--- src/rtl/bpi_pkg.sv ---
// Shared types, codes and field widths of the bucket pair insert block.
// Used by bpi_ctrl, bpi_dpath and bucket_pair_insert; depends on nothing.
package bpi_pkg;

	localparam int BUCKETS_DEF    = 1024;
	localparam int SLOTS_DEF      = 16;
	localparam int NONCE_BITS_DEF = 32;

	localparam int IDX_W       = 10;
	localparam int NONCE_W     = 32;
	localparam int NONCE_MAX_W = 64;
	localparam int IDX_EXT_W   = 17;
	localparam int ACT_W       = 11;
	localparam int CAP_W       = 5;
	localparam int STATUS_W    = 2;
	localparam int SLOT_W      = 4;
	localparam int WASTE_W     = 16;
	localparam int TOTAL_W     = 11;
	localparam int CFG_IDX_W   = 1;
	localparam int CFG_DATA_W  = 11;
	localparam int S_TDATA_W   = 80;
	localparam int M_TDATA_W   = 40;

	localparam logic [ACT_W-1:0]   ACT_RESET   = 11'd1024;
	localparam logic [CAP_W-1:0]   CAP_RESET   = 5'd16;
	localparam logic [WASTE_W-1:0] WASTE_MAX   = 16'hFFFF;
	localparam logic [TOTAL_W-1:0] TOTAL_MAX   = 11'h7FF;

	localparam logic [CFG_IDX_W-1:0] REG_ACTIVE_BUCKETS  = 1'd0;
	localparam logic [CFG_IDX_W-1:0] REG_BUCKET_CAPACITY = 1'd1;

	localparam logic [STATUS_W-1:0] RES_STORED = 2'd0;
	localparam logic [STATUS_W-1:0] RES_FULL   = 2'd1;
	localparam logic [STATUS_W-1:0] RES_RANGE  = 2'd2;

	typedef enum logic [1:0] {
		ST_CLEAR,
		ST_IDLE,
		ST_UPDATE
	} state_t;

	typedef struct packed {
		logic clr;
		logic rd;
		logic upd;
	} ctl_cmd_t;

	typedef struct packed {
		logic clr_done;
		logic out_busy;
	} ctl_sts_t;

endpackage

--- src/rtl/bpi_ctrl.sv ---
// Controller of the bucket pair insert block: clearing pass, accept, update.
// Depends on bpi_pkg; drives bpi_dpath through ctl_cmd_t, reads ctl_sts_t.
module bpi_ctrl (
	input  logic              clk,
	input  logic              arst_n,
	input  logic              s_axis_tvalid,
	output logic              s_axis_tready,
	input  bpi_pkg::ctl_sts_t sts,
	output bpi_pkg::ctl_cmd_t cmd
);
	import bpi_pkg::*;

	state_t state_q;
	state_t state_d;

	always_ff @(posedge clk or negedge arst_n) begin
		if (!arst_n) begin
			state_q <= ST_CLEAR;
		end else begin
			state_q <= state_d;
		end
	end

	always_comb begin
		state_d       = state_q;
		cmd           = '0;
		s_axis_tready = 1'b0;
		case (state_q)
			ST_CLEAR: begin
				cmd.clr = 1'b1;
				if (sts.clr_done) begin
					state_d = ST_IDLE;
				end
			end
			ST_IDLE: begin
				s_axis_tready = 1'b1;
				if (s_axis_tvalid) begin
					cmd.rd  = 1'b1;
					state_d = ST_UPDATE;
				end
			end
			ST_UPDATE: begin
				if (!sts.out_busy) begin
					cmd.upd = 1'b1;
					state_d = ST_IDLE;
				end
			end
			default: begin
				state_d = ST_CLEAR;
			end
		endcase
	end

	a_rd_then_update: assert property (@(posedge clk) disable iff (!arst_n)
		cmd.rd |=> state_q == ST_UPDATE)
		else $error("read not followed by update");

	a_clear_ends_done: assert property (@(posedge clk) disable iff (!arst_n)
		$fell(state_q == ST_CLEAR) |-> $past(sts.clr_done))
		else $error("clearing pass left early");

endmodule

--- config.mk ---
export PLATFORM = sky130hd
export DESIGN_NAME = bpi_ctrl
export DESIGN_NICKNAME = d
export VERILOG_FILES = /design/src/rtl/bpi_pkg.sv /design/src/rtl/bpi_ctrl.sv
export SDC_FILE = /design/constraint.sdc
export NUM_CORES = 1
export LEC_CHECK = 0
export BUFFER_PORTS_ARGS = -buffer_cell sky130_fd_sc_hd__buf_4
export CORE_AREA = 2 2 39 41
export DETAILED_ROUTE_END_ITERATION = 16
export DIE_AREA = 0 0 41 43
export GPL_ROUTABILITY_DRIVEN = 0
export GPL_TIMING_DRIVEN = 0
export PLACE_DENSITY = 0.31
export REMOVE_ABC_BUFFERS = 1
export SYNTH_ARGS = -nofsm -noshare
export SYNTH_HDL_FRONTEND = slang
export SYNTH_SLANG_ARGS = --single-unit
export TNS_END_PERCENT = 10
--- constraint.sdc ---
create_clock -name clk -period 1.2 [get_ports clk]
set_clock_uncertainty 0.1 [all_clocks]
set_input_delay 0.24 -clock clk [delete_from_list [all_inputs] [get_ports clk]]
set_output_delay 0.24 -clock clk [all_outputs]
set_load 0.02 [all_outputs]
# --- After elaboration in Yosys (flattened, before gate mapping) ---
# Index checks and enable logic that the tools add are counted.
word_totals:
  wordCells: 18
  inputBits: 5
  output_inout_bits: 4
  ff_bits: 2
op_classes:
  reduce_logical: 2
  eq_ne: 5
  n_mux: 10
op_table:
  columns: ["op", "count"]
  rows:
  - ["2-to-1 mux 1 bit", 6]
  - ["2-to-1 mux 2 bit", 3]
  - ["inequality test 2 bit (second input constant)", 3]
  - ["one-hot mux 2 bit (3 select lines)", 1]
  - ["AND reduction 3 bit", 1]
  - ["equality test 2 x 1 -> 1 bit (second input constant)", 1]
  - ["equality test 2 bit (second input constant)", 1]
  - ["zero test 2 bit", 1]

# --- Logic depth before layout (Yosys ltp) ---
# Gate-level depths: netlist of the first run.
depth:
  ltp_word: 3
  depth_mapped: 2
  mapped_depth_nobuf: 2

# --- Least setup slack after synthesis of the first run ---
# Ideal clock, no wire load.
synth_path:
  kind: "register -> output"
  from: "reg state_q[1]"
  to: "out cmd[0] (netlist bit)"
  setup_slack_ns: -0.039
  stages_incl_launch_ff: 3
  arrival_time_ns: 0.899
  required_time_ns: 0.860
  n_path_buf: 0
  cell_sequence: "dfrtp_1 nor2b_1 nor2b_1"
synth_rtl:
  columns: ["item", "line", "text"]
  rows:
  - ["start, declared", "bpi_ctrl.sv:13", "state_t state_q;"]
  - ["start signal, assigned", "bpi_ctrl.sv:20", "state_q <= state_d;"]
  - ["end, declared", "bpi_ctrl.sv:9", "output bpi_pkg::ctl_cmd_t cmd"]

# --- Worst setup path in the final report of the first run ---
layout_path:
  from: "reg state_q[1]"
  to: "out s_axis_tready"
layout_via:
  elab_chain_len: 2
layout_lines:
  columns: ["item", "line", "text"]
  rows:
  - ["equality test 2 x 1 -> 1 bit", "bpi_ctrl.sv:28", "case (state_q)"]
  - ["2-to-1 mux 1 bit", "bpi_ctrl.sv:28", null]
  - ["end, declared", "bpi_ctrl.sv:7", "output logic s_axis_tready,"]
# No other way between the ends.

==> results of run 1 <==
==> power breakdown <==
group	internal, W	switching, W	total (W)
sequential	0.000105	0.0000506	0.000155
clock	0.000111	0.0000401	0.000151
combinational	0.000198	0.000161	0.000359
==> final cells by class <==
class	instances	area (um2)	area share (%)
Multi-Input combinational cell	10	77.6	29.4
Timing Repair Buffer	11	92.6	35.1
Sequential cell	2	51.3	19.4
Clock buffer	3	22.5	8.53
Tap cell	16	20.0	7.58
==> what timing repair did <==
| item | in CTS | in global routing |
|---|---|---|
| buffers inserted | 2 | 0 |
| hold endpoints to repair | 2 | 0 |
| cloned | 0 | 0 |
| gates resized for setup | 3 | 3 |
| hold buffers | 1 | 0 |
| endpoints found under the setup margin | 4 | 4 |
| pin swaps | 1 | 0 |
==> critical path, delay by kind of cell, from the launching register on <==
| family | cells | cell delay, ns |
|---|---|---|
| DFF | 1 | 0.39 |
| and+or+nand+nor | 1 | 0.10 |
| buffers and inverters | 2 | 0.30 |
==> worst max path at each step <==
stage / startpoint / to / slack (ns)
after global routing: state_q[1] / cmd[0] / -0.23
after global placement: state_q[1] / cmd[0] / -0.02
final: state_q[1] / s_axis_tready / -0.15
after CTS: state_q[1] / cmd[0] / -0.17
after detailed placement: state_q[1] / cmd[0] / -0.01
after floorplan: state_q[1] / cmd[0] / -0.04
==> cells by family after synthesis <==
kind of cell	count (synthesis)	synth area share, %
AO/OA/AOI/OAI	3	18.9
flip-flops	2	44.4
AND/OR/NAND/NOR	7	36.7
==> per-layer routing <==
layer | vias to the layer above | global-route usage (%) | wire length, um
met5 | - | 0 | 0
met4 | 0 | 6.00 | 0
met1 | 60 | 5.14 | 150
met3 | 0 | 1.57 | 63
li1 | 70 | - | -
met2 | 9 | 5.63 | 155
==> cells in the mapped netlist <==
cell,instances
nand2_1,1
o31a_1,1
o21bai_1,1
and3b_1,1
dfrtp_1,2
nor2b_1,4
nor2_1,1
o21ai_0,1
==> stage by stage <==
step	setup WS, ns	total power [W]	hold WS [ns]	util, %
detailed placement	-0.0117	0.000434	-0.0765	13.9
finish	-0.155	0.000665	0.202	19.1
CTS	-0.173	0.000655	0.194	18.2
floorplan	-0.0392	0.000307	-0.156	-
global placement	-0.0217	0.000431	-0.0775	13.9
global route	-0.232	0.000725	0.208	19.1
==> flow_metrics.env, run 1 <==
export IMPL_vias=139
export IMPL_yosys_register_bits=2
export IMPL_final_common_cell="buf_4"
export IMPL_layout_common_cells="8 x buf_4, 3 x clkbuf_4, 2 x nor2b_1, 2 x nor2b_4, 2 x buf_6"
export IMPL_start_util_pct=8.14
export IMPL_yosysSeqAreaShare_pct=44.4
export IMPL_port_buffers=8
export IMPL_min_from="s_axis_tvalid"
export IMPL_grt_pass1_wl_um=483
export IMPL_vias_per_cell=3.31
export IMPL_cts_root_buf="clkbuf_4"
export IMPL_layout_setup_ws_ns=-0.155
export IMPL_synthTopCellsByArea="dfrtp_1 44%, nor2b_1 22%, and3b_1 7.8%"
export IMPL_antenna_found_initial=0
export IMPL_worst_slew_pin_transition_ns=0.134
export IMPL_path_cells="buf_4, nor2b_1, buf_4"
export IMPL_num_io_pins=9
export IMPL_hold_viol=0
export IMPL_routedWlPerCell_um=8.79
export IMPL_grt_usage_pct=4.62
export IMPL_clock_sink_count=2
export IMPL_synth_area_um2=113
export IMPL_crit_path_max_incr_delay_ns=0.39
export IMPL_r2r_end="state_q[0]"
export IMPL_detail_route_drc_violations=0
export IMPL_synth_cell_types=8
export IMPL_holdCritPathClass="primary input to flip-flop"
export IMPL_slew_headroom_pct=91.0
export IMPL_area_growth_pct=134
export IMPL_reg_top3="state_q: 2 flops"
export IMPL_status="finished with violations"
export IMPL_cp_max_fo=4
export IMPL_htreeDepth=1
export IMPL_routed_wl_um=369
export IMPL_violations="negative setup slack"
export IMPL_reg2reg_from="state_q[1]"
export IMPL_drtIter0Drc=0
export IMPL_cts_reportedPaths_clkPinSlew_ns=0.03
export IMPL_instances_no_fill=42
export IMPL_min_to="state_q[0]"
export IMPL_grt_pass1_vias=127
export IMPL_die_area_mm2=0.00176
export IMPL_finalSetupTns_ns=-0.596
export IMPL_drv_slew=0
export IMPL_period_minus_slack_ns=1.35
export IMPL_setup_violations=4
export IMPL_synth_top_cell_by_area="dfrtp_1"
export IMPL_place_inst=36
export IMPL_r2r_cells=3
export IMPL_slowest_stage="dfrtp_1"
export IMPL_num_fill_cells=155
export IMPL_critPathLaunchType="flip-flop"
export IMPL_cp_arrival_ns=1.01
export IMPL_fmax_mhz=738
export IMPL_cp_common_cell="buf_4"
export IMPL_end_kind="primary output"
export IMPL_final_area_um2=264
export IMPL_critPathKind="flip-flop to primary output"
export IMPL_p_leak_nw=0.121
export IMPL_gr_total_overflow=0
export IMPL_r2r_setup_slack_ns=0.06
export IMPL_ant_nets=0
export IMPL_min_period_over_period_pct=113
export IMPL_rows=14
export IMPL_syn_area_per_cell_um2=9.38
export IMPL_hold_path_depth=3
export IMPL_synthCells=12
export IMPL_largest_reg_flops=2
export IMPL_rsz0062_at_grt="yes"
export IMPL_power_density_mw_per_mm2=2520
export IMPL_clockBufferDepth=2
export IMPL_grt_max_degree=8
export IMPL_ys_warn_count=0
export IMPL_dp_hpwl_um=233
export IMPL_max_cap_violations=0
export IMPL_core_area_mm2=0.00138
export IMPL_finish_net_count=33
export IMPL_die_h_um=43
export IMPL_cts_buffers=3
export IMPL_synth_top_area_share_pct=44.4
export IMPL_cts_tree="yes"
export IMPL_worst_ep_required_time_ns=0.86
export IMPL_clk_latency_ns=0.22
export IMPL_placedInstanceArea_um2=193
export IMPL_drive_gt1_share_pct=61.5
export IMPL_die_w_um=41
export IMPL_ir_drop_mv=0.779
export IMPL_diodes=0
export IMPL_top_register="state_q"
export IMPL_firstDrtPassIters=1
(Power assumes the default switching activity.)
==> inputs of run 2 (changes only) <==
Settings changed: PLACE_DENSITY 0.31 to unset, PLACE_DENSITY_LB_ADDON set to 0.3, SETUP_SLACK_MARGIN set to 0.02, TNS_END_PERCENT 10 to 20.
==> flow_metrics.env, run 2 (synthesis results as in run 1) <==
export IMPL_status="finished with violations"
export IMPL_drtIter0Drc=0
export IMPL_p_sw_w=0.000267
export IMPL_core_area_mm2=0.00138
export IMPL_violations="negative setup slack"
export IMPL_r2r_setup_slack_ns=-0.11
export IMPL_period_minus_slack_ns=1.44
export IMPL_finish_net_count=36
export IMPL_r2r_cells=5
export IMPL_ir_drop_mv=0.928
export IMPL_diodes=0
export IMPL_critPathLaunchType="flip-flop"
export IMPL_htreeDepth=1
export IMPL_r2r_end="state_q[1]"
export IMPL_layout_common_cells="10 x buf_4, 3 x clkbuf_4, 3 x buf_6, 2 x nor2b_1, 2 x nor2b_2"
export IMPL_grt_usage_pct=6.73
export IMPL_hold_slack_ns=0.194
export IMPL_die_w_um=41
export IMPL_vias=152
export IMPL_die_h_um=43
export IMPL_holdCritPathClass="primary input to flip-flop"
export IMPL_firstDrtPassIters=1
export IMPL_routed_wl_um=425
export IMPL_num_fill_cells=157
export IMPL_hold_viol=0
export IMPL_routedWlPerCell_um=9.44
export IMPL_cts_root_buf="clkbuf_4"
export IMPL_gr_total_overflow=0
export IMPL_multiInputGateArea_um2=68.8
export IMPL_port_buffers=8
export IMPL_cts_tree="yes"
export IMPL_pre_cts_slack_ns=-0.107
export IMPL_die_area_mm2=0.00176
export IMPL_rsz0062_at_grt="yes"
export IMPL_regArea_um2=51.3
export IMPL_pwr_share_clk_pct=20.8
export IMPL_p_leak_nw=0.134
export IMPL_max_cap_violations=0
export IMPL_grt_max_degree=8
export IMPL_drive_gt1_share_pct=69.0
export IMPL_end_kind="primary output"
export IMPL_clock_sink_count=2
export IMPL_p_comb_share_pct=58.7
export IMPL_clk_latency_ns=0.23
export IMPL_cp_arrival_ns=1.10
export IMPL_cts_reportedPaths_clkPinSlew_ns=0.03
export IMPL_antenna_found_initial=0
export IMPL_final_common_cell="buf_4"
export IMPL_cts_buffers=3
export IMPL_reg_top3="state_q: 2 flops"
export IMPL_start_util_pct=8.14
export IMPL_ant_nets=0
export IMPL_final_util_pct=20.3
export IMPL_layout_setup_ws_ns=-0.236
export IMPL_worst_slew_pin_transition_ns=0.149
export IMPL_fmax_mhz=696
export IMPL_final_area_um2=282
export IMPL_reg2reg_from="state_q[1]"
export IMPL_finalSetupTns_ns=-0.827
export IMPL_setup_violations=5
export IMPL_dp_hpwl_um=288
export IMPL_grt_pass1_wl_um=724
export IMPL_min_from="sts[0]"
export IMPL_power_density_mw_per_mm2=2590
export IMPL_power_frac_seq_pct=20.5
export IMPL_min_to="state_q[1]"
export IMPL_hold_path_depth=3
export IMPL_rows=14
export IMPL_min_period_over_period_pct=120
export IMPL_num_io_pins=9
export IMPL_area_growth_pct=150
export IMPL_top_register="state_q"
export IMPL_clockBufferDepth=2
export IMPL_cp_max_fo=3
export IMPL_drv_slew=0
export IMPL_slew_headroom_pct=90.0
export IMPL_placedInstanceArea_um2=193
export IMPL_grt_pass1_vias=179
export IMPL_vias_per_cell=3.38
export IMPL_p_sw_share_pct=36.6
export IMPL_detail_route_drc_violations=0
export IMPL_largest_reg_flops=2
export IMPL_worst_ep_required_time_ns=0.86
export IMPL_internal_power_w=0.000462
export IMPL_critPathKind="flip-flop to primary output"
## run 2: area by class of cell
type	instances	area share (%)
clock buffer	3	8.00
sequential	2	18.2
multi-input combinational	10	24.4
tap	16	7.11
timing repair buffer	14	42.2
## run 2: repair_timing
action                                 CTS  global route
gates resized for setup                  5             2
hold buffers                             1             0
cloned                                   0             0
setup endpoints to repair                4             6
buffers inserted                         4             1
endpoints found under the hold margin    2             0
## run 2: per-layer routing
metal,global-route usage [%],vias to the layer above,part of all wire [%]
li1,-,75,-
met1,6.43,64,36
met2,9.38,11,44
met3,5.76,2,16
met4,4.00,0,3.1
met5,0,-,0
## run 2: power by group through the flow
stage	combinational [W]	clock (W)	sequential, W
after floorplan	0.000168	0	0.000139
after global placement	0.000276	0	0.000145
after detailed placement	0.000283	0	0.000157
after CTS	0.000411	0.000155	0.000145
after global routing	0.000468	0.000171	0.000160
final	0.000428	0.000152	0.000149
## run 2: critical path, stage by stage (launching register included)
cell	delay, ns
dfrtp_1	0.39
buf_6	0.12
and3b_2	0.24
buf_6	0.12
## run 2: worst max-delay path by stage
stage,startpoint,to,slack (ns)
2_1_floorplan,state_q[1],cmd[0],-0.04
3_3_place_gp,state_q[1],cmd[0],-0.008
3_5_place_dp,state_q[1],cmd[0],-0.11
4_1_cts,state_q[1],cmd[1],-0.24
5_1_grt,state_q[1],cmd[0],-0.28
6_report,state_q[1],cmd[1],-0.24
## run 2: per-stage QoR
step | instances | total power [W]
after floorplan | 12 | 0.000307
after global placement | 36 | 0.000421
after detailed placement | 36 | 0.000440
after CTS | 44 | 0.000710
after global routing | 45 | 0.000798
final | 45 | 0.000730
==> inputs of run 3 (changes only) <==
Settings changed: ABC_AREA set to 1, SKIP_CTS_REPAIR_TIMING set to 1.
==> flow_metrics.env, run 3 <==
export IMPL_clk_latency_ns=0.23
export IMPL_final_common_cell="buf_4"
export IMPL_clockBufferDepth=2
export IMPL_path_cells="inv_2, nand2_2, nor2_2, buf_4"
export IMPL_synthTopCellsByArea="dfrtp_1 43%, inv_1 16%, nand2_1 9.7%"
export IMPL_critPathKind="flip-flop to primary output"
export IMPL_layout_common_cells="7 x buf_4, 4 x inv_1, 3 x clkbuf_4"
export IMPL_drv_slew=0
export IMPL_htreeDepth=1
export IMPL_slowest_stage="dfrtp_1"
export IMPL_synth_top_area_share_pct=43.0
export IMPL_synth_top_family_by_area="simple AND/OR/NAND/NOR gates"
export IMPL_largest_reg_flops=2
export IMPL_syn_area_per_cell_um2=6.84
export IMPL_rsz0062_at_grt="yes"
export IMPL_synth_compound_area_share_pct=10.8
export IMPL_critPathLaunchType="flip-flop"
export IMPL_detail_route_drc_violations=0
export IMPL_vias=145
export IMPL_p_leak_nw=0.130
export IMPL_finalSetupTns_ns=-0.476
export IMPL_reg_top3="state_q: 2 flops"
export IMPL_synth_cell_types=9
export IMPL_synth_mux_area_share_pct=0
export IMPL_power_total_w=0.000628
export IMPL_yosys_area_share_simple_pct=30.1
export IMPL_gr_total_overflow=0
export IMPL_hold_path_depth=3
export IMPL_layout_setup_ws_ns=-0.152
export IMPL_pwr_share_clk_pct=24.3
export IMPL_power_density_mw_per_mm2=2640
export IMPL_power_frac_seq_pct=22.8
export IMPL_rows=14
export IMPL_yosysSeqAreaShare_pct=43.0
export IMPL_top_register="state_q"
export IMPL_cts_buffers=3
export IMPL_status="finished with violations"
export IMPL_die_h_um=43
export IMPL_ant_nets=0
export IMPL_pre_cts_slack_ns=0.0692
export IMPL_grt_pass1_wl_um=434
export IMPL_hold_slack_ns=0.186
export IMPL_cts_root_buf="clkbuf_4"
export IMPL_yosys_register_bits=2
export IMPL_grt_usage_pct=5.01
export IMPL_grt_pass1_vias=134
export IMPL_min_period_over_period_pct=113
export IMPL_fmax_mhz=740
export IMPL_start_util_pct=8.41
export IMPL_violations="negative setup slack"
export IMPL_end_kind="primary output"
export IMPL_synth_top_cell_by_area="dfrtp_1"
export IMPL_firstDrtPassIters=4
export IMPL_cts_tree="yes"
export IMPL_ir_drop_mv=0.412
export IMPL_internal_power_w=0.000363
export IMPL_holdCritPathClass="primary input to flip-flop"
export IMPL_diodes=0
export IMPL_cp_max_fo=4
export IMPL_grt_max_degree=6
export IMPL_synth_area_um2=116
export IMPL_p_sw_w=0.000265
export IMPL_dp_hpwl_um=235
export IMPL_synth_adder_area_share_pct=0
export IMPL_p_comb_share_pct=52.9
export IMPL_period_minus_slack_ns=1.35
export IMPL_p_sw_share_pct=42.2
export IMPL_slew_headroom_pct=88.7
export IMPL_setup_violations=4
export IMPL_r2r_cells=4
export IMPL_routedWlPerCell_um=7.09
export IMPL_routed_wl_um=319
export IMPL_max_cap_violations=0
export IMPL_cp_arrival_ns=1.01
export IMPL_ys_top_cells_by_count="5 x inv_1, 3 x nand2_1, 2 x dfrtp_1, 2 x nor2_1"
export IMPL_drive_gt1_share_pct=51.7
export IMPL_worst_slew_pin_transition_ns=0.170
export IMPL_die_w_um=41
export IMPL_finish_net_count=36
export IMPL_core_area_mm2=0.00138
export IMPL_synthCells=17
export IMPL_die_area_mm2=0.00176
export IMPL_area_growth_pct=104
export IMPL_hold_viol=0
export IMPL_ys_warn_count=0
export IMPL_synth_enable_flop_cells=0
export IMPL_crit_path_max_incr_delay_ns=0.40
export IMPL_worst_ep_required_time_ns=0.86
export IMPL_cts_reportedPaths_clkPinSlew_ns=0.03
export IMPL_synth_xor_area_share_pct=0
export IMPL_antenna_found_initial=0
export IMPL_port_buffers=8
export IMPL_num_io_pins=9
export IMPL_ys_flop_type="dfrtp_1"
export IMPL_drtIter0Drc=2
export IMPL_async_flop_share_pct=100
export IMPL_vias_per_cell=3.22
export IMPL_clock_sink_count=2
export IMPL_yosysMostFrequentCell="inv_1"
[run 3: routing by layer]
layer  share of wire (%)  routed length, um  GRT usage (%)
met5                   0                  0              0
met1                  31                 99           1.92
met2                  53                170           7.19
met4                 6.0                 19           12.0
met3                 9.1                 29           1.57
[run 3: cell families (layout without fill, tap and decap cells)]
kind of cell,after synthesis,after routing
AND/OR/NAND/NOR,8,8
AO/OA/AOI/OAI,2,2
flip-flops,2,2
buffers and inverters,5,17
[run 3: path summary, 6_finish.rpt]
| path | from | endpoint | slack (ns) |
|---|---|---|---|
| setup / recovery | state_q[1] | cmd[1] | -0.15 |
| hold / removal | s_axis_tvalid | state_q[0] | 0.19 |
| min in group asynchronous | arst_n | state_q[0] | 0.23 |
| max in group asynchronous | arst_n | state_q[1] | 0.68 |
| setup reg to reg | state_q[0] | state_q[0] | 0.26 |
| hold reg to reg | state_q[1] | state_q[0] | 0.52 |
[run 3: worst max-delay path, delay by kind of cell (launching register included)]
| family | cells | cell delay (ns) |
|---|---|---|
| flops | 1 | 0.40 |
| buf+inv | 2 | 0.22 |
| simple gates | 2 | 0.17 |
[run 3: per-stage QoR]
step	area (um2)	utilization [%]	std cells
floorplan	116	-	17
global placement	196	14.2	41
detailed placement	196	14.2	41
CTS	219	15.8	44
global route	238	17.2	45
finish	238	17.2	45
[run 3: area by class of cell]
class	instances	area, um2
Fill cell	156	1150
Clock buffer	3	22.5
Sequential cell	2	50.0
Timing Repair Buffer	9	73.8
Multi-Input combinational cell	10	52.6
Tap cell	16	20.0
Inverter	5	18.8
[run 3: power by group through the flow]
stage / clock [W] / combinational, W / sequential, W
floorplan: 0 / 0.000187 / 0.000130
global placement: 0 / 0.000303 / 0.000140
detailed placement: 0 / 0.000300 / 0.000139
CTS: 0.000163 / 0.000301 / 0.000138
global route: 0.000168 / 0.000361 / 0.000153
finish: 0.000153 / 0.000332 / 0.000143
